[src/rtl/dpbp_pkg.sv]
package dpbp_pkg;

   localparam int SIZE_W     = 12;
   localparam int CENTER_W   = 13;
   localparam int INV_W      = 24;
   localparam int DEPTH_W    = 16;
   localparam int COLOR_W    = 8;
   localparam int XY_W       = 24;
   localparam int RGB_W      = 24;
   localparam int FRAC_W     = 25;
   localparam int CSR_DATA_W = 24;
   localparam int CSR_IDX_W  = 3;

   // register map
   localparam logic [CSR_IDX_W-1:0] REG_FRAME_WIDTH  = 3'd0;
   localparam logic [CSR_IDX_W-1:0] REG_FRAME_HEIGHT = 3'd1;
   localparam logic [CSR_IDX_W-1:0] REG_CX_HALF      = 3'd2;
   localparam logic [CSR_IDX_W-1:0] REG_CY_HALF      = 3'd3;
   localparam logic [CSR_IDX_W-1:0] REG_INV_FX       = 3'd4;
   localparam logic [CSR_IDX_W-1:0] REG_INV_FY       = 3'd5;
   localparam logic [CSR_IDX_W-1:0] REG_MIN_DEPTH    = 3'd6;
   localparam logic [CSR_IDX_W-1:0] REG_MAX_DEPTH    = 3'd7;

   // reset values
   localparam int FRAME_WIDTH_RST  = 640;
   localparam int FRAME_HEIGHT_RST = 480;
   localparam logic [CENTER_W-1:0] CX_HALF_RST   = 13'd640;
   localparam logic [CENTER_W-1:0] CY_HALF_RST   = 13'd480;
   localparam logic [INV_W-1:0]    INV_FX_RST    = 24'd31957;
   localparam logic [INV_W-1:0]    INV_FY_RST    = 24'd31957;
   localparam logic [DEPTH_W-1:0]  MIN_DEPTH_RST = 16'd100;
   localparam logic [DEPTH_W-1:0]  MAX_DEPTH_RST = 16'd10000;

   // rounding and saturation of the projected coordinate
   localparam int ROUND_ADD  = (1 << FRAC_W) - 1;
   localparam int XY_POS_MAX = 8388607;
   localparam int XY_NEG_MAG = 8388608;
   localparam logic [XY_W-1:0] XY_SAT_HI = 24'h7FFFFF;
   localparam logic [XY_W-1:0] XY_SAT_LO = 24'h800000;

   typedef struct packed {
      logic [CENTER_W-1:0] cx_half;
      logic [CENTER_W-1:0] cy_half;
      logic [INV_W-1:0]    inv_fx;
      logic [INV_W-1:0]    inv_fy;
      logic [DEPTH_W-1:0]  min_depth;
      logic [DEPTH_W-1:0]  max_depth;
   } cfg_type;

   typedef struct packed {
      logic accept;
      logic mul1;
      logic mul2;
      logic load_out;
   } dp_cmd_type;

   typedef struct packed {
      logic out_free;
   } dp_stat_type;

endpackage

[src/rtl/dpbp_ctrl.sv]
module dpbp_ctrl
   import dpbp_pkg::*;
(
   input  logic        clock,
   input  logic        reset,
   input  logic        req_valid,
   output logic        req_ready,
   input  dp_stat_type stat,
   output dp_cmd_type  cmd
);

   localparam logic [1:0] ST_IDLE = 2'd0;
   localparam logic [1:0] ST_MUL1 = 2'd1;
   localparam logic [1:0] ST_MUL2 = 2'd2;
   localparam logic [1:0] ST_FIN  = 2'd3;

   logic [1:0] state_ff;
   logic [1:0] state_in;

   always_comb begin
      state_in = state_ff;
      case (state_ff)
         ST_IDLE: if (req_valid) state_in = ST_MUL1;
         ST_MUL1: state_in = ST_MUL2;
         ST_MUL2: state_in = ST_FIN;
         ST_FIN:  if (stat.out_free) state_in = ST_IDLE;
         default: state_in = ST_IDLE;
      endcase
   end

   always_ff @(posedge clock) begin
      if (reset) begin
         state_ff <= ST_IDLE;
      end else begin
         state_ff <= state_in;
      end
   end

   assign req_ready    = (state_ff == ST_IDLE);
   assign cmd.accept   = req_ready && req_valid;
   assign cmd.mul1     = (state_ff == ST_MUL1);
   assign cmd.mul2     = (state_ff == ST_MUL2);
   // hold the finished point until the output register frees up
   assign cmd.load_out = (state_ff == ST_FIN) && stat.out_free;

endmodule

[config.mk]
export PLATFORM = sky130hd
export DESIGN_NAME = dpbp_ctrl
export DESIGN_NICKNAME = d
export VERILOG_FILES = /design/src/rtl/dpbp_pkg.sv /design/src/rtl/dpbp_ctrl.sv
export SDC_FILE = /design/constraint.sdc
export NUM_CORES = 1
export LEC_CHECK = 0
export BUFFER_PORTS_ARGS = -buffer_cell sky130_fd_sc_hd__buf_2
export CAP_MARGIN = 20
export CORE_AREA = 5 5 42 44
export CTS_CLUSTER_DIAMETER = 200
export DETAILED_ROUTE_END_ITERATION = 8
export DIE_AREA = 0 0 47 49
export SLEW_MARGIN = 20
export SYNTH_ARGS = -nofsm -noshare
export SYNTH_HDL_FRONTEND = slang
export SYNTH_SLANG_ARGS = --single-unit
[constraint.sdc]
create_clock -name clock -period 1.4 [get_ports clock]
set_clock_uncertainty 0.05 [all_clocks]
set_input_delay 0.28 -clock clock [delete_from_list [all_inputs] [get_ports clock]]
set_output_delay 0.28 -clock clock [all_outputs]
set_load 0.01 [all_outputs]
==> summary.txt <==
n_diodes: 0
Starting Density: 12.2%
CP max stage cell: dfxtp_4
NetSw: 173 uW
Clock Pin Slew Worst Setup and Hold Paths: 0.03 ns
Setup crit end kind: output pin
Worst path top cell family by delay: flip-flops
Yosys reg bits: 2
Max-Cap Viols: 0
die height: 49 um
fmax: 0.730 GHz
placed inst area: 231 um2
kind of critical path: flip-flop to output pin
number of antenna violations at the first check in global routing: 0
Syn Inst Count: 19
via count: 155
average vias per placed instance: 3.30
Worst Hold Class: input pin to flip-flop
Reg area: 45.0 um2
cell area after layout: 279 um2
Iteration-0 DRC Markers: 2
Multi-input gate area: 129 um2
Pwr Total: 482 uW
post-layout net count: 41
Synth top area share: 29.2%
fin crit period: 1.37 ns
number of cell rows: 14
max reg flops: 2
Horiz. Die Dim: 47 um
setup TNS: 0 ns
Finish-stage setup viols: 0
maximum VDD drop: 270 uV
CP max stage delay: 0.35 ns
Comb pwr share: 51.2%
Clock Root Buffer: clkbuf_4
final hold slack: 0.275 ns
Worst EP required: 1.07 ns
distinct cell type count after synthesis: 11
Core Box Area: 0.00140 mm2
H-tree levels: 1
Post-synth EDFFs: 0
DP HPWL: 291 um
area of the die: 0.00230 mm2
clock sink total: 2
Power Dens Cells: 1730 mW/mm2
port bufs: 8
crit share post-route: 97.9%
Mapped Nets: 27
CTS tree: built
Clk Latency, worst-skew pair: 0.22 ns
layout cells sized above 1: 61.3%
Final Hold Fails: 0
Main synth FF type: dfxtp_1
GR Overflow Total: 0
Least-Margin Pin Slew: 0.216 ns
Detailed Route WL: 385 um
first-pass GRT wire length: 552 um
detailed-route DRC error count: 0
leading area contributor after synthesis: ha_1
syn avg cell area: 9.02 um2
number of global-route vias before repair: 156
Final Max Slew Viols: 0
P&R area growth vs syn: 62.8%
TritonCTS Buffers: 3
drt pass-1 iters: 4
sw frac: 36.0%
biggest regs: state_ff: 2 flops
drt wl/cell: 8.19 um
CP Launch Type: flip-flop
RD Place Congestion: 0.685
IO Count: 9
yosys synthesis warning count: 0
Slew headroom: 85.6%
Seq/Total Area, Yosys: 23.4%
Int Pwr: 309 uW
Tot GR Track Use: 3.80%
ranking of synthesized cells by area: ha_1, dfxtp_1, inv_1
Layout Utilization: 19.9%
crit-path max FO: 4
fill cell count: 163
worst path cell trace: ha_1, and2_2, buf_2
Clk network pwr share: 26.1%
CP bufs+invs: 1
Antenna Nets Post-Route: 0
leak pwr: 0.151 nW
largest net degree at the start of global routing: 5
post-synthesis cell area: 171 um2
Post-synth ARST share: 0%
status: completed
Max Buffers Root-to-Sink: 2
Post-synth top cells: ha_1, inv_1, dfxtp_1, nand2_1
hold-fix buffers at CTS: 0
Arrival @ worst endpoint: 1.04 ns
Biggest register: state_ff
Seq pwr share: 22.8%
==> per-layer routing <==
metal	routed length, um	up-vias	track usage, %
met2	181	7	4.75
met3	52	0	2.21
li1	-	83	-
met5	0	-	0
met1	151	65	3.28
met4	0	0	5.53
==> cell usage in the layout, fill, tap and decap left out <==
| master | instances |
|---|---|
| and2_2 | 1 |
| clkbuf_4 | 3 |
| inv_1 | 2 |
| inv_2 | 2 |
| a21oi_1 | 1 |
| or3_1 | 1 |
| buf_2 | 8 |
| dfxtp_2 | 1 |
| ha_4 | 1 |
| and2_1 | 1 |
| buf_4 | 1 |
| o211a_1 | 1 |
| nand2_1 | 2 |
| dfxtp_4 | 1 |
| mux2i_1 | 1 |
| nor2b_4 | 1 |
| ha_1 | 3 |
==> power by group through the flow <==
stage               sequential, mW  clock (mW)  combinational, mW
floorplan                   0.0962           0              0.143
global placement             0.102           0              0.202
detailed placement           0.103           0              0.203
CTS                          0.105       0.135              0.247
global route                 0.113       0.133              0.288
finish                       0.110       0.126              0.247
==> metrics by stage <==
| step | std cells | setup WS (ns) |
|---|---|---|
| 6_report | 47 | 0.0292 |
| 5_1_grt | 47 | -0.00292 |
| 4_1_cts | 47 | 0.0101 |
| 3_5_place_dp | 43 | 0.0399 |
| 3_3_place_gp | 43 | 0.0505 |
| 2_1_floorplan | 19 | 0.0862 |
==> area by class of cell <==
class                   count  share of cell area, %
clock buffers               3                   8.07
inverters                   4                   5.38
multi-input cells          13                   46.2
flip-flops and latches      2                   16.1
well taps                  16                   7.17
repair buffers              9                   17.0
==> path summary, 6_finish.rpt <==
kind	from	slack, ns	cells past startpoint	endpoint
min	reset	0.28	3	state_ff[0]
max reg2reg	state_ff[1]	0.15	4	state_ff[0]
min reg2reg	state_ff[1]	0.45	2	state_ff[1]
max	state_ff[1]	0.03	3	cmd[0]
==> kinds of logic (layout without fill, tap and decap cells) <==
family	count (synthesis)	after routing	share of synthesized area, %
simple gates	6	6	24.1
fa+ha+maj	4	4	29.2
buf+inv	4	16	8.76
compound gates	2	2	8.76
flops	2	2	23.4
mux	1	1	5.84
==> worst min-delay path, cell delays in order <==
cell     delay (ns)
buf_2          0.07
inv_1          0.05
o211a_1        0.10
==> timing repair <==
item | in CTS | in global routing
setup endpoints to repair | 3 | 1
setup buffers | 1 | 0
gates resized for setup | 5 | 2
pin swaps | 1 | 0
hold endpoints to repair | 0 | 0
Note: power is estimated with default switching activity, not from simulation.
