--- src/rtl/dpbp_pkg.sv ---
package dpbp_pkg;

   localparam int SIZE_W     = 12;
   localparam int CENTER_W   = 13;
   localparam int INV_W      = 24;
   localparam int DEPTH_W    = 16;
   localparam int COLOR_W    = 8;
   localparam int XY_W       = 24;
   localparam int RGB_W      = 24;
   localparam int FRAC_W     = 25;
   localparam int CSR_DATA_W = 24;
   localparam int CSR_IDX_W  = 3;

   // register map
   localparam logic [CSR_IDX_W-1:0] REG_FRAME_WIDTH  = 3'd0;
   localparam logic [CSR_IDX_W-1:0] REG_FRAME_HEIGHT = 3'd1;
   localparam logic [CSR_IDX_W-1:0] REG_CX_HALF      = 3'd2;
   localparam logic [CSR_IDX_W-1:0] REG_CY_HALF      = 3'd3;
   localparam logic [CSR_IDX_W-1:0] REG_INV_FX       = 3'd4;
   localparam logic [CSR_IDX_W-1:0] REG_INV_FY       = 3'd5;
   localparam logic [CSR_IDX_W-1:0] REG_MIN_DEPTH    = 3'd6;
   localparam logic [CSR_IDX_W-1:0] REG_MAX_DEPTH    = 3'd7;

   // reset values
   localparam int FRAME_WIDTH_RST  = 640;
   localparam int FRAME_HEIGHT_RST = 480;
   localparam logic [CENTER_W-1:0] CX_HALF_RST   = 13'd640;
   localparam logic [CENTER_W-1:0] CY_HALF_RST   = 13'd480;
   localparam logic [INV_W-1:0]    INV_FX_RST    = 24'd31957;
   localparam logic [INV_W-1:0]    INV_FY_RST    = 24'd31957;
   localparam logic [DEPTH_W-1:0]  MIN_DEPTH_RST = 16'd100;
   localparam logic [DEPTH_W-1:0]  MAX_DEPTH_RST = 16'd10000;

   // rounding and saturation of the projected coordinate
   localparam int ROUND_ADD  = (1 << FRAC_W) - 1;
   localparam int XY_POS_MAX = 8388607;
   localparam int XY_NEG_MAG = 8388608;
   localparam logic [XY_W-1:0] XY_SAT_HI = 24'h7FFFFF;
   localparam logic [XY_W-1:0] XY_SAT_LO = 24'h800000;

   typedef struct packed {
      logic [CENTER_W-1:0] cx_half;
      logic [CENTER_W-1:0] cy_half;
      logic [INV_W-1:0]    inv_fx;
      logic [INV_W-1:0]    inv_fy;
      logic [DEPTH_W-1:0]  min_depth;
      logic [DEPTH_W-1:0]  max_depth;
   } cfg_type;

   typedef struct packed {
      logic accept;
      logic mul1;
      logic mul2;
      logic load_out;
   } dp_cmd_type;

   typedef struct packed {
      logic out_free;
   } dp_stat_type;

endpackage

--- src/rtl/dpbp_dpath.sv ---
module dpbp_dpath
   import dpbp_pkg::*;
#(
   parameter int MAX_WIDTH  = 2048,
   parameter int MAX_HEIGHT = 2048
) (
   input  logic                        clock,
   input  logic                        reset,
   input  dp_cmd_type                  cmd,
   output dp_stat_type                 stat,
   input  cfg_type                     cfg,
   input  logic [$clog2(MAX_WIDTH):0]  width_lim,
   input  logic [$clog2(MAX_HEIGHT):0] height_lim,
   input  logic [DEPTH_W-1:0]          req_depth_mm,
   input  logic [COLOR_W-1:0]          req_red,
   input  logic [COLOR_W-1:0]          req_green,
   input  logic [COLOR_W-1:0]          req_blue,
   input  logic                        rsp_ready,
   output logic                        rsp_valid,
   output logic                        rsp_point_valid,
   output logic signed [XY_W-1:0]      rsp_x_mm,
   output logic signed [XY_W-1:0]      rsp_y_mm,
   output logic [DEPTH_W-1:0]          rsp_z_mm,
   output logic [RGB_W-1:0]            rsp_packed_rgb,
   output logic                        rsp_frame_last
);

   localparam int CW   = $clog2(MAX_WIDTH);
   localparam int RW   = $clog2(MAX_HEIGHT);
   localparam int WL_W = CW + 1;
   localparam int HL_W = RW + 1;
   localparam int PMAX = (CW > RW) ? CW : RW;
   localparam int OW   = (((PMAX + 1) > CENTER_W) ? (PMAX + 1) : CENTER_W) + 1;
   localparam int MGW  = OW - 1;
   localparam int P1W  = MGW + DEPTH_W;
   localparam int P2W  = P1W + INV_W;
   localparam int QW   = P2W + 1 - FRAC_W;

   // floor of a signed product over 2^FRAC_W, saturated to XY_W bits
   function automatic logic [XY_W-1:0] round_sat(input logic [P2W-1:0] prod,
                                                 input logic neg);
      logic [P2W:0]   sum;
      logic [QW-1:0]  q;
      logic [XY_W-1:0] res;
      sum = neg ? ({1'b0, prod} + (P2W+1)'(ROUND_ADD)) : {1'b0, prod};
      q   = sum[P2W:FRAC_W];
      if (!neg) begin
         res = (q > QW'(XY_POS_MAX)) ? XY_SAT_HI : q[XY_W-1:0];
      end else begin
         res = (q > QW'(XY_NEG_MAG)) ? XY_SAT_LO : (~q[XY_W-1:0] + XY_W'(1));
      end
      return res;
   endfunction

   logic [CW-1:0]      col_ff, col_in;
   logic [RW-1:0]      row_ff, row_in;
   logic               row_end, frame_end;
   logic               depth_ok;
   logic [OW-1:0]      off_x, off_y;
   logic [MGW-1:0]     mag_x, mag_y;

   logic [DEPTH_W-1:0] depth_ff;
   logic [RGB_W-1:0]   rgb_ff;
   logic               pv_ff, last_ff;
   logic               negx_ff, negy_ff;
   logic [MGW-1:0]     magx_ff, magy_ff;
   logic [P1W-1:0]     p1x_ff, p1y_ff;
   logic [P2W-1:0]     p2x_ff, p2y_ff;

   logic               rsp_valid_ff, rsp_valid_in;
   logic               pv_out_ff, last_out_ff;
   logic [XY_W-1:0]    x_out_ff, y_out_ff;
   logic [DEPTH_W-1:0] z_out_ff;
   logic [RGB_W-1:0]   rgb_out_ff;

   // pixel position
   assign row_end   = (WL_W'(col_ff) + WL_W'(1)) >= width_lim;
   assign frame_end = row_end && ((HL_W'(row_ff) + HL_W'(1)) >= height_lim);

   always_comb begin
      col_in = col_ff;
      row_in = row_ff;
      if (row_end) begin
         col_in = '0;
         row_in = frame_end ? '0 : row_ff + RW'(1);
      end else begin
         col_in = col_ff + CW'(1);
      end
   end

   always_ff @(posedge clock) begin
      if (reset) begin
         col_ff <= '0;
         row_ff <= '0;
      end else if (cmd.accept) begin
         col_ff <= col_in;
         row_ff <= row_in;
      end
   end

   // offset from the principal point, as sign and magnitude
   assign depth_ok = (req_depth_mm > cfg.min_depth) && (req_depth_mm <= cfg.max_depth);
   assign off_x    = OW'({col_ff, 1'b0}) - OW'(cfg.cx_half);
   assign off_y    = OW'({row_ff, 1'b0}) - OW'(cfg.cy_half);
   assign mag_x    = off_x[OW-1] ? MGW'(~off_x + OW'(1)) : off_x[MGW-1:0];
   assign mag_y    = off_y[OW-1] ? MGW'(~off_y + OW'(1)) : off_y[MGW-1:0];

   always_ff @(posedge clock) begin
      if (cmd.accept) begin
         depth_ff <= req_depth_mm;
         rgb_ff   <= {req_red, req_green, req_blue};
         pv_ff    <= depth_ok;
         last_ff  <= frame_end;
         negx_ff  <= off_x[OW-1];
         negy_ff  <= off_y[OW-1];
         magx_ff  <= mag_x;
         magy_ff  <= mag_y;
      end
      if (cmd.mul1) begin
         p1x_ff <= P1W'(magx_ff) * P1W'(depth_ff);
         p1y_ff <= P1W'(magy_ff) * P1W'(depth_ff);
      end
      if (cmd.mul2) begin
         p2x_ff <= P2W'(p1x_ff) * P2W'(cfg.inv_fx);
         p2y_ff <= P2W'(p1y_ff) * P2W'(cfg.inv_fy);
      end
      if (cmd.load_out) begin
         pv_out_ff   <= pv_ff;
         x_out_ff    <= pv_ff ? round_sat(p2x_ff, negx_ff) : '0;
         y_out_ff    <= pv_ff ? round_sat(p2y_ff, negy_ff) : '0;
         z_out_ff    <= pv_ff ? depth_ff : '0;
         rgb_out_ff  <= rgb_ff;
         last_out_ff <= last_ff;
      end
   end

   // output register
   always_comb begin
      rsp_valid_in = rsp_valid_ff;
      if (cmd.load_out) begin
         rsp_valid_in = 1'b1;
      end else if (rsp_ready) begin
         rsp_valid_in = 1'b0;
      end
   end

   always_ff @(posedge clock) begin
      if (reset) begin
         rsp_valid_ff <= 1'b0;
      end else begin
         rsp_valid_ff <= rsp_valid_in;
      end
   end

   assign stat.out_free  = !rsp_valid_ff || rsp_ready;

   assign rsp_valid       = rsp_valid_ff;
   assign rsp_point_valid = pv_out_ff;
   assign rsp_x_mm        = $signed(x_out_ff);
   assign rsp_y_mm        = $signed(y_out_ff);
   assign rsp_z_mm        = z_out_ff;
   assign rsp_packed_rgb  = rgb_out_ff;
   assign rsp_frame_last  = last_out_ff;

endmodule

--- config.mk ---
export PLATFORM = sky130hd
export DESIGN_NAME = dpbp_dpath
export DESIGN_NICKNAME = d
export VERILOG_FILES = /design/src/rtl/dpbp_pkg.sv /design/src/rtl/dpbp_dpath.sv
export SDC_FILE = /design/constraint.sdc
export NUM_CORES = 2
export LEC_CHECK = 0
export BUFFER_PORTS_ARGS = -buffer_cell sky130_fd_sc_hd__buf_2
export CORE_MARGIN = 3
export CORE_UTILIZATION = 70
export DETAILED_ROUTE_END_ITERATION = 6
export HOLD_SLACK_MARGIN = 0.12
export PLACE_DENSITY_LB_ADDON = 0.15
export REMOVE_ABC_BUFFERS = 1
export SETUP_SLACK_MARGIN = 0.3
export SYNTH_ARGS = -nofsm -noshare
export SYNTH_HDL_FRONTEND = slang
export SYNTH_SLANG_ARGS = --single-unit
--- constraint.sdc ---
create_clock -name clock -period 12.4 [get_ports clock]
set_input_delay 1.24 -clock clock [delete_from_list [all_inputs] [get_ports clock]]
set_output_delay 1.24 -clock clock [all_outputs]
set_load 0.02 [all_outputs]
==> results.sh <==
export IMPL_clockRootBuffer="clkbuf_16"
export IMPL_cp_slowest_stage_delay_ps=770
export IMPL_place_area_um2=76700
export IMPL_max_freq_ghz=0.112
export IMPL_insertion_delay_ps=630
export IMPL_violations="DRC"
export IMPL_finalCriticalPeriod_ps=8950
export IMPL_die_w_um=332
export IMPL_cp_arrival_ps=9300
export IMPL_r2r_worst_path_cells=25
export IMPL_final_net_count=10200
export IMPL_mostFrequentLayoutCells="inv_1 (1,754), fa_1 (1,494), nand2_1 (1,140)"
export IMPL_wl_um=190000
export IMPL_fin_setup_tns_ps=0
export IMPL_syn_to_final_growth_pct=4.93
export IMPL_rows=119
export IMPL_postCtsSetupBuffers=0
export IMPL_rr_startpoint="p1x_ff[9]"
export IMPL_critPathBufInv=6
export IMPL_yosys_area_top_type="fa_1"
export IMPL_antenna_found_initial=4
export IMPL_cts_made_buffers=41
export IMPL_status="complete, but fails checks"
export IMPL_via_count=55300
export IMPL_cp_common_cell="fa_1"
export IMPL_synth_cells=7976
export IMPL_final_common_cell="inv_1"
export IMPL_whs_ps=416
export IMPL_io_buffers=268
export IMPL_drtAntennaViolNets=0
export IMPL_post_synth_num_cell_types=84
export IMPL_grt_overflow_total=0
export IMPL_cp_top_family="adder cells"
export IMPL_synth_edff_count=324
export IMPL_postLayoutCoreUtil_pct=74.1
export IMPL_cp_start_kind="input port"
export IMPL_r2r_end="p2x_ff[51]"
export IMPL_finalHoldViolCount=0
export IMPL_core_area_um2=105000
export IMPL_start_util_pct=70.7
export IMPL_slew_headroom_pct=15.6
export IMPL_hold_depth=0
export IMPL_post_route_cell_area_um2=78200
export IMPL_dieArea_um2=110000
export IMPL_worst_hold_path_endpoint="rsp_packed_rgb[22]"
export IMPL_die_h_um=332
export IMPL_synth_top_area_share_pct=40.2
export IMPL_ys_seq_area_share_pct=13.7
export IMPL_rsz0062_at_grt="false"
export IMPL_grt_pass1_vias=59300
export IMPL_nFillCells=7577
export IMPL_worst_pin_slew_ps=1260
export IMPL_hp_class="flop to flop"
export IMPL_synth_warnings=0
export IMPL_setup_violations_final=0
export IMPL_grt_pass1_wl_um=311000
export IMPL_maxCapViolCount=0
export IMPL_cp_required_ps=12760
export IMPL_drv_slew=0
export IMPL_drc=1
export IMPL_gp_congestion=0.952
export IMPL_dp_hpwl_um=145000
export IMPL_syn_cell_area_um2=74500
export IMPL_ys_seq_elements=347
export IMPL_path_max_fanout=29
export IMPL_cts_tree="yes"
export IMPL_firstDrtPassIters=7
export IMPL_drtIter0Drc=4130
export IMPL_end_kind="flop"
export IMPL_avgSynthCellArea_um2=9.34
export IMPL_cts_buffer_depth=3
export IMPL_timing_final_crit_share_pct=72.2
export IMPL_wl_per_cell_um=20.2
export IMPL_htree_num_levels=2
export IMPL_grt_use_total_pct=35.6
export IMPL_ios=269
export IMPL_drive_gt1_share_pct=5.60
export IMPL_postCtsHoldBufs=0
export IMPL_path_class="input port to flop"
export IMPL_ys_async_sr_fraction_pct=0
export IMPL_cts_sink_count=347
export IMPL_via_per_inst=5.87
export IMPL_slowest_stage="a311oi_1"
export IMPL_synth_main_ff_cell="edfxtp_1"
export IMPL_cts_resized=0
export IMPL_ys_top_cells_by_area="fa_1 (40%), edfxtp_1 (13%), ha_1 (9.9%)"
export IMPL_hp_start="rgb_ff[22]"
export IMPL_r2r_slack_ps=3610
export IMPL_grt_max_degree=79
export IMPL_path_clk_slew_ps=60
export IMPL_fin_worst_skew_ps=20.7
-- layer usage --
metal | up-vias | routed length (um) | global-route usage, %
li1 | 24100 | - | -
met1 | 27800 | 72500 | 47.5
met2 | 2799 | 88800 | 57.1
met3 | 565 | 20000 | 8.41
met4 | 0 | 8590 | 14.1
met5 | - | 0 | 0
-- synth_stat cells, drive strengths merged (7+ instances only) --
library cell  instances
and2                881
o41ai                 9
or3                  15
nor2b                24
inv                1755
nand4                22
o21ai               146
buf                  17
nand2b               39
o2111ai              12
nand3                70
nand2              1141
a21o                 85
a211o                 8
mux2i                 9
a211oi               22
ha                  592
nand3b                7
and4                  9
o21a                 26
clkbuf              362
nor3b                13
and3                 41
xor2                 80
dfxtp                23
a21boi               12
fa                 1494
or4                  11
o311ai                7
a21oi               187
o211ai               17
or2                  13
o31ai                15
xnor2               170
a31oi                20
o21bai               19
nor2                136
edfxtp              324
nor3                 42
nor4                 26
-- state kept, by name (all words and copies together) (netlist names) --
name and cells:
negx_ff 1, last_ff 1, row_ff 11, rgb_ff 24
p1y_ff 29, rsp_x_mm 24, rsp_packed_rgb 24, rsp_y_mm 24
pv_ff 1, negy_ff 1, magx_ff 13, rsp_z_mm 16
p1x_ff 29, col_ff 11, rsp_frame_last 1, depth_ff 16
rsp_valid 1, p2x_ff 53, p2y_ff 53, magy_ff 13
rsp_point_valid 1
-- cell families after synthesis --
logic type               after synthesis  synth area share (%)
AND/OR/NAND/NOR                     2502                  16.7
buffers and inverters               2136                  10.8
adder cells (fa/ha/maj)             2086                  50.1
AO/OA/AOI/OAI                        644                  5.64
flip-flops                           347                  13.7
XOR/XNOR                             250                  2.94
multiplexers                          11                 0.151
-- worst max-delay path by stage --
stage / end / cells past startpoint / from
floorplan: p2y_ff[52] / 24 / cfg[32]
global placement: p2x_ff[49] / 26 / cfg[65]
detailed placement: p2x_ff[45] / 25 / cfg[65]
CTS: p2x_ff[45] / 25 / cfg[65]
global route: p2x_ff[45] / 25 / cfg[65]
finish: p2x_ff[51] / 26 / cfg[65]
-- per-stage QoR --
step,cells,worst slack [ps]
floorplan,7597,4610
finish,9416,3450
global placement,9330,3060
detailed placement,9330,2900
CTS,9406,3570
global route,9409,2900
-- layout make-up --
cell class / instances / area [um^2] / share of cell area [%]
diodes: 10 / 25.0 / 0.0320
clock buffers: 54 / 1110 / 1.43
clock inverters: 22 / 325 / 0.416
inverters: 1757 / 6600 / 8.44
multi-input cells: 5493 / 56300 / 72.0
flip-flops and latches: 347 / 10200 / 13.0
well taps: 1391 / 1740 / 2.23
repair buffers: 342 / 1900 / 2.44
Power is not shown: default switching activity piles up to over one toggle a cycle in this logic, so the estimate is an artifact.
