===== config.mk =====
export PLATFORM = sky130hd
export DESIGN_NAME = dpbp_csr
export DESIGN_NICKNAME = d
export VERILOG_FILES = /design/src/rtl/dpbp_pkg.sv /design/src/rtl/dpbp_csr.sv
export SDC_FILE = /design/constraint.sdc
export NUM_CORES = 1
export LEC_CHECK = 0
export BUFFER_PORTS_ARGS = -buffer_cell sky130_fd_sc_hd__buf_4
export CORE_ASPECT_RATIO = 1.25
export CORE_MARGIN = 8
export CORE_UTILIZATION = 45
export CTS_CLUSTER_SIZE = 30
export DETAILED_ROUTE_END_ITERATION = 12
export PLACE_DENSITY = 0.73
export REMOVE_ABC_BUFFERS = 1
export SKIP_CTS_REPAIR_TIMING = 1
export SYNTH_ARGS = -nofsm -noshare
export SYNTH_HDL_FRONTEND = slang
export SYNTH_SLANG_ARGS = --single-unit

===== constraint.sdc =====
create_clock -name clock -period 1.45 [get_ports clock]
set_input_delay 0.145 -clock clock [delete_from_list [all_inputs] [get_ports clock]]
set_output_delay 0.145 -clock clock [all_outputs]
set_load 0.03 [all_outputs]

===== src/rtl/dpbp_pkg.sv =====
package dpbp_pkg;

   localparam int SIZE_W     = 12;
   localparam int CENTER_W   = 13;
   localparam int INV_W      = 24;
   localparam int DEPTH_W    = 16;
   localparam int COLOR_W    = 8;
   localparam int XY_W       = 24;
   localparam int RGB_W      = 24;
   localparam int FRAC_W     = 25;
   localparam int CSR_DATA_W = 24;
   localparam int CSR_IDX_W  = 3;

   // register map
   localparam logic [CSR_IDX_W-1:0] REG_FRAME_WIDTH  = 3'd0;
   localparam logic [CSR_IDX_W-1:0] REG_FRAME_HEIGHT = 3'd1;
   localparam logic [CSR_IDX_W-1:0] REG_CX_HALF      = 3'd2;
   localparam logic [CSR_IDX_W-1:0] REG_CY_HALF      = 3'd3;
   localparam logic [CSR_IDX_W-1:0] REG_INV_FX       = 3'd4;
   localparam logic [CSR_IDX_W-1:0] REG_INV_FY       = 3'd5;
   localparam logic [CSR_IDX_W-1:0] REG_MIN_DEPTH    = 3'd6;
   localparam logic [CSR_IDX_W-1:0] REG_MAX_DEPTH    = 3'd7;

   // reset values
   localparam int FRAME_WIDTH_RST  = 640;
   localparam int FRAME_HEIGHT_RST = 480;
   localparam logic [CENTER_W-1:0] CX_HALF_RST   = 13'd640;
   localparam logic [CENTER_W-1:0] CY_HALF_RST   = 13'd480;
   localparam logic [INV_W-1:0]    INV_FX_RST    = 24'd31957;
   localparam logic [INV_W-1:0]    INV_FY_RST    = 24'd31957;
   localparam logic [DEPTH_W-1:0]  MIN_DEPTH_RST = 16'd100;
   localparam logic [DEPTH_W-1:0]  MAX_DEPTH_RST = 16'd10000;

   // rounding and saturation of the projected coordinate
   localparam int ROUND_ADD  = (1 << FRAC_W) - 1;
   localparam int XY_POS_MAX = 8388607;
   localparam int XY_NEG_MAG = 8388608;
   localparam logic [XY_W-1:0] XY_SAT_HI = 24'h7FFFFF;
   localparam logic [XY_W-1:0] XY_SAT_LO = 24'h800000;

   typedef struct packed {
      logic [CENTER_W-1:0] cx_half;
      logic [CENTER_W-1:0] cy_half;
      logic [INV_W-1:0]    inv_fx;
      logic [INV_W-1:0]    inv_fy;
      logic [DEPTH_W-1:0]  min_depth;
      logic [DEPTH_W-1:0]  max_depth;
   } cfg_type;

   typedef struct packed {
      logic accept;
      logic mul1;
      logic mul2;
      logic load_out;
   } dp_cmd_type;

   typedef struct packed {
      logic out_free;
   } dp_stat_type;

endpackage


===== src/rtl/dpbp_csr.sv =====
module dpbp_csr
   import dpbp_pkg::*;
#(
   parameter int MAX_WIDTH  = 2048,
   parameter int MAX_HEIGHT = 2048
) (
   input  logic                                clock,
   input  logic                                reset,
   input  logic                                csr_write_en,
   input  logic [CSR_IDX_W-1:0]                csr_index,
   input  logic [CSR_DATA_W-1:0]               csr_wdata,
   output cfg_type                             cfg,
   output logic [$clog2(MAX_WIDTH):0]          width_lim,
   output logic [$clog2(MAX_HEIGHT):0]         height_lim
);

   localparam int WL_W = $clog2(MAX_WIDTH) + 1;
   localparam int HL_W = $clog2(MAX_HEIGHT) + 1;
   localparam logic [WL_W-1:0] WIDTH_RST =
      WL_W'((FRAME_WIDTH_RST > MAX_WIDTH) ? MAX_WIDTH : FRAME_WIDTH_RST);
   localparam logic [HL_W-1:0] HEIGHT_RST =
      HL_W'((FRAME_HEIGHT_RST > MAX_HEIGHT) ? MAX_HEIGHT : FRAME_HEIGHT_RST);

   logic [SIZE_W-1:0] wr_size;
   logic [WL_W-1:0]   width_in;
   logic [HL_W-1:0]   height_in;
   logic [WL_W-1:0]   width_ff;
   logic [HL_W-1:0]   height_ff;
   cfg_type           cfg_ff;

   assign wr_size = csr_wdata[SIZE_W-1:0];

   // clamp frame sizes once, on the write
   always_comb begin
      if (wr_size == '0) begin
         width_in  = WL_W'(1);
         height_in = HL_W'(1);
      end else begin
         if (32'(wr_size) > 32'(MAX_WIDTH)) begin
            width_in = WL_W'(MAX_WIDTH);
         end else begin
            width_in = WL_W'(wr_size);
         end
         if (32'(wr_size) > 32'(MAX_HEIGHT)) begin
            height_in = HL_W'(MAX_HEIGHT);
         end else begin
            height_in = HL_W'(wr_size);
         end
      end
   end

   always_ff @(posedge clock) begin
      if (reset) begin
         width_ff         <= WIDTH_RST;
         height_ff        <= HEIGHT_RST;
         cfg_ff.cx_half   <= CX_HALF_RST;
         cfg_ff.cy_half   <= CY_HALF_RST;
         cfg_ff.inv_fx    <= INV_FX_RST;
         cfg_ff.inv_fy    <= INV_FY_RST;
         cfg_ff.min_depth <= MIN_DEPTH_RST;
         cfg_ff.max_depth <= MAX_DEPTH_RST;
      end else if (csr_write_en) begin
         case (csr_index)
            REG_FRAME_WIDTH:  width_ff         <= width_in;
            REG_FRAME_HEIGHT: height_ff        <= height_in;
            REG_CX_HALF:      cfg_ff.cx_half   <= csr_wdata[CENTER_W-1:0];
            REG_CY_HALF:      cfg_ff.cy_half   <= csr_wdata[CENTER_W-1:0];
            REG_INV_FX:       cfg_ff.inv_fx    <= csr_wdata[INV_W-1:0];
            REG_INV_FY:       cfg_ff.inv_fy    <= csr_wdata[INV_W-1:0];
            REG_MIN_DEPTH:    cfg_ff.min_depth <= csr_wdata[DEPTH_W-1:0];
            REG_MAX_DEPTH:    cfg_ff.max_depth <= csr_wdata[DEPTH_W-1:0];
            default: ;
         endcase
      end
   end

   assign cfg        = cfg_ff;
   assign width_lim  = width_ff;
   assign height_lim = height_ff;

endmodule


==> qor.csv, run 1 <==
stage;metric;value;unit
run_status;status;finished with violations;
run_status;violations;negative hold slack;
die;initial_utilization;45.9;%
yosys;yosysSeqAreaShare;53.9;%
sta;fin_crit;1.10;ns
clock_tree;h-tree-depth;4;
drt;dr.pass1.iters;5;
yosys;ys.flop_type;dfxtp_1;
yosys;synth_top_area_cell;dfxtp_1;
final_layout;final_common_cell;nand2_1;
setup_path;worst-path-buf-inv;1;
sta;fmax;911;MHz
clock_tree;clock_path_buffers;2;
final_layout;final_nets;770;
placed_design;dp_cells;847;
yosys;synth.area.top_cells;dfxtp_1, nand2_1, a21oi_1;
sta;fin_worst_skew;0;ns
setup_path;cp-end-kind;output pin;
grt;grt-ovfl-total;0;
yosys;synth_top_area_share;53.9;%
min_path;hold_start;csr_wdata[19];
die;dieArea;14300;um^2
grt;grt_max_degree;78;
clock_tree;clk_pin_slew;0.05;ns
yosys;ys_seq_elements;130;
setup_path;critPathTopFamily;flip-flops;
drt;viasPerCell;5.14;
sta;setup_viol;0;
drt;postRouteAntennaNets;0;
drt;drt_iter0_markers;223;
final_layout;antenna_cells;0;
die;io_pins;160;
die;rows;42;
setup_path;path_cells;buf_4;
power_and_ir_drop;ir_worst_vdd;0.841;mV
final_layout;seqCellArea;2600;um^2
power_and_ir_drop;clkPwrFrac;48.3;%
yosys;syn_area;4830;um^2
yosys;synth_edf_count;0;
sta;drv_slew;0;
final_layout;final_cell_mix;nand2_1, buf_4, dfxtp_1, a21oi_1, nand3b_1;
power_and_ir_drop;power;8.75;mW
setup_path;start_kind;register;
sta;rsz0062_at_grt;no;
setup_path;critPathMaxFanout;2;
yosys;syn_avg_cell_area;8.11;um^2
yosys;synth_cells;595;
setup_path;r2r-start;height_lim[10];
final_layout;fillers;911;
final_layout;multi_input_area;2000;um^2
die;dieHeight;132;um
power_and_ir_drop;pwr-share-comb;9.3;%
clock_tree;cts_tree;yes;
setup_path;crit_type;reg -> out;
placed_design;dp_hpwl;10.3;mm
setup_path;ff2ff_setup_slack;0.77;ns
final_layout;drive_gt1_share;27.5;%
min_path;min_path_type;in -> reg;
yosys;synth.distinct_cells;24;
drt;drcViolationCount;0;
sta;slew_headroom;56.9;%
drt;wirelength;15.2;mm
drt;vias;4540;
clock_tree;clkLatencyLatePin;0.40;ns
placed_design;gp_congestion;0.773;
placed_design;port_buffers;159;
clock_tree;root_buffer;clkbuf_16;
final_layout;final_cells;884;
grt;grt_pass1_wl;23.5;mm
setup_path;critPathRequiredTime;1.31;ns
die;die_w;109;um
flow_run;drv_cap;0;
power_and_ir_drop;intPower;6.76;mW
power_and_ir_drop;power_density;1290;nW/um^2
power_and_ir_drop;p_switching;1.99;mW
yosys;ys_warn_count;0;
sta;finalHoldViolCount;1;
setup_path;slowest_stage;dfxtp_1;
final_layout;syn2layout_area_growth;41.0;%
power_and_ir_drop;leakage;2.86;nW
setup_path;timing.critical_path.from;height_lim[10];
setup_path;cp_data_arrival_time;0.95;ns
die;core_area;10500;um^2
sta;timing.final.crit_share;75.7;%
power_and_ir_drop;pwr-share-seq;42.5;%
grt;antenna_found_initial;0;
setup_path;slowest_delay;0.37;ns
yosys;async_reset_ff_share;0;%
grt;grt_pass1_vias;4357;
power_and_ir_drop;p_sw_share;22.7;%
clock_tree;cts_buffers;17;
clock_tree;clock-sinks;130;
drt;avgRoutedWirePerCell;17.2;um
sta;fin_hold_ws;-0.00283;ns
grt;gr-usage-all-layers;21.2;%
sta;tightest_slew;0.647;ns
[stage by stage]
step                setup TNS, ns  utilization [%]  cell area, um^2  setup WS [ns]  hold WS, ns
floorplan                  -19.00                -             4590         -0.805        0.214
global placement                0             58.5             6150         0.0653        0.386
detailed placement              0             58.5             6150         0.0562        0.396
CTS                             0             64.2             6740          0.335      -0.0317
global route                    0             64.7             6800          0.301      0.00394
finish                          0             64.7             6800          0.352     -0.00283
[cell usage after synthesis, drive strengths merged (2+ instances only)]
library cell  instances
a211o                 6
a21oi                88
and4b                 3
and4bb                2
buf                  18
clkbuf               38
dfxtp               130
nand2               240
nand3b               40
nand4b                3
nand4bb               3
nor2                  3
nor2b                 5
nor3b                 4
nor4                  3
o21ai                 2
[final cells by class]
cell class / instances / share of cell area (%)
well taps: 132 / 2.43
repair buffers: 182 / 21.2
clock inverters: 4 / 1.03
multi-input cells: 409 / 29.4
clock buffers: 27 / 7.69
flip-flops and latches: 130 / 38.2
[power groups by stage]
stage          sequential (mW)  clock [mW]  combinational (mW)
2_1_floorplan             3.96           0               0.180
3_3_place_gp              3.79           0               0.782
3_5_place_dp              3.79           0               0.798
4_1_cts                   3.71        4.27               0.801
5_1_grt                   3.72        4.45               0.864
6_report                  3.71        4.22               0.810
[registers in the layout (all words and copies together), names as in the netlist]
name        cells
cfg           106
height_lim     12
width_lim      12
[routing by layer]
metal | routed length (um) | global-route usage (%) | share of wire [%] | vias up
met5 | 0 | 0 | 0 | -
met4 | 347 | 9.23 | 2.3 | 0
met3 | 990 | 5.87 | 6.5 | 23
met2 | 8010 | 36.5 | 53 | 155
met1 | 5870 | 23.4 | 39 | 2132
li1 | - | - | - | 2230
[path summary, 6_finish.rpt]
check	to	cells past startpoint
setup / recovery	height_lim[10]	1
hold / removal	cfg[75]	3
setup reg to reg	height_lim[10]	2
hold reg to reg	cfg[11]	2
[kinds of logic after synthesis]
kind of cell,share of synthesized area (%)
buffers and inverters,4.98
flip-flops,53.9
AO/OA/AOI/OAI,10.6
AND/OR/NAND/NOR,30.5
Power figures use the tool's default switching activity.
==> run 2: changes to the inputs <==
- PLACE_DENSITY: 0.73 -> 0.76
- clock period: 1.45 -> 1 ns (I/O delays scaled with it)
==> run 2 against run 1 <==
The run still ends with negative hold slack left. Design area rose by 14%. Worst setup slack got worse by 0.35 ns. Critical path depth did not move. Clock-buffer cell count fell by 4.
==> qor.csv, run 2 (synthesis results as in run 1) <==
stage;metric;value;unit
setup_path;regToRegEndpoint;height_lim[7];
min_path;min_path_type;in -> reg;
clock_tree;root_buffer;clkbuf_16;
sta;setup_viol;0;
final_layout;final_cell_mix;nand2_1, dfxtp_2, buf_6, a21oi_1, buf_4;
setup_path;start_kind;register;
min_path;whs_path_depth;2;
final_layout;final_cells;919;
run_status;status;finished with violations;
final_layout;syn2layout_area_growth;60.4;%
setup_path;slowest_delay;0.36;ns
die;core_area;10500;um^2
grt;antenna_found_initial;0;
drt;viasPerCell;5.27;
power_and_ir_drop;leakage;3.19;nW
power_and_ir_drop;power;12.6;mW
setup_path;cp_data_arrival_time;0.90;ns
final_layout;fillers;740;
sta;fin_crit;0.996;ns
drt;dr.pass1.iters;5;
drt;drcViolationCount;0;
die;rows;42;
die;die_w;109;um
sta;rsz0062_at_grt;yes;
setup_path;path_cells;buf_6;
clock_tree;clock_path_buffers;2;
grt;grt_pass1_vias;4639;
placed_design;port_buffers;159;
setup_path;critPathMaxFanout;2;
setup_path;timing.critical_path.from;cfg[104];
sta;fin_worst_skew;0;ns
clock_tree;clock-sinks;130;
die;dieHeight;132;um
flow_run;drv_cap;0;
setup_path;cp-end-kind;output pin;
setup_path;r2r-start;height_lim[7];
clock_tree;h-tree-depth;4;
sta;finalHoldViolCount;1;
clock_tree;clk_pin_slew;0.05;ns
power_and_ir_drop;power_density;1630;nW/um^2
final_layout;final_common_cell;nand2_1;
die;initial_utilization;45.9;%
drt;drt_iter0_markers;306;
sta;fin_setup_tns;0;ns
run_status;violations;negative hold slack;
setup_path;ff2ff_setup_slack;0.20;ns
sta;timing.final.crit_share;99.6;%
setup_path;critPathTopFamily;flip-flops;
placed_design;dp_cells;866;
drt;avgRoutedWirePerCell;18.2;um
clock_tree;cts_tree;yes;
drt;vias;4841;
clock_tree;cts_buffers;17;
placed_design;gp_congestion;0.818;
setup_path;crit_type;reg -> out;
final_layout;final_nets;807;
setup_path;critPathRequiredTime;0.90;ns
min_path;hold_start;reset;
final_layout;drive_gt1_share;46.4;%
drt;wirelength;16.8;mm
sta;drv_slew;0;
final_layout;largest_reg_flops;106;
die;dieArea;14300;um^2
die;io_pins;160;
setup_path;worst-path-buf-inv;1;
grt;gr-usage-all-layers;21.2;%
sta;fmax;1000;MHz
clock_tree;clkLatencyLatePin;0.40;ns
setup_path;slowest_stage;dfxtp_2;
final_layout;antenna_cells;0;
setup_path;worst-r2r-cell-count;2;
power_and_ir_drop;ir_worst_vdd;1.31;mV
placed_design;dp_hpwl;10.9;mm
min_path;worstHoldEndpoint;height_lim[5];
grt;grt-ovfl-total;0;
final_layout;final_core_util;73.7;%
grt;grt_max_degree;72;
sta;slew_headroom;62.5;%
sta;fin_hold_ws;-0.00302;ns
drt;postRouteAntennaNets;0;
grt;grt_pass1_wl;23.8;mm
sta;tightest_slew;0.563;ns
==> run 2: final cells by class <==
type	instances	area [um^2]	area share (%)
well taps	132	165	2.13
repair buffers	219	2260	29.2
multi-input cells	409	2000	25.8
clock inverters	6	82.6	1.07
clock buffers	23	468	6.04
flip-flops and latches	130	2770	35.7
==> run 2: where the power goes <==
group          total, mW  switching, mW  internal (mW)
sequential          5.44         0.0980           5.34
combinational       1.37          0.774          0.593
clock               5.82           2.08           3.74
==> run 2: routing by layer <==
layer	up-vias	share of wire [%]	wire [um]	global-route usage, %
met3	50	6.2	1040	6.46
met5	-	0	0	0
met2	190	53	8940	36.5
met1	2305	37	6190	22.7
li1	2296	-	-	-
met4	0	3.5	593	9.92
==> run 2: stage by stage <==
stage               setup slack [ns]  hold slack (ns)  cell area [um^2]
finish                       0.00358         -0.00302              7740
detailed placement            -0.322            0.356              6330
floorplan                      -1.21            0.169              4590
CTS                          -0.0684          -0.0677              6880
global placement              -0.303            0.345              6330
global route                 -0.0283          0.00199              7740
==> run 2: how the worst max path moves through the flow <==
stage | end | slack, ns | depth (start not counted)
floorplan | cfg[57] | -1.21 | 3
global placement | width_lim[0] | -0.30 | 5
detailed placement | width_lim[7] | -0.32 | 5
CTS | cfg[6] | -0.07 | 1
global route | cfg[104] | -0.03 | 1
finish | cfg[104] | 0.004 | 1
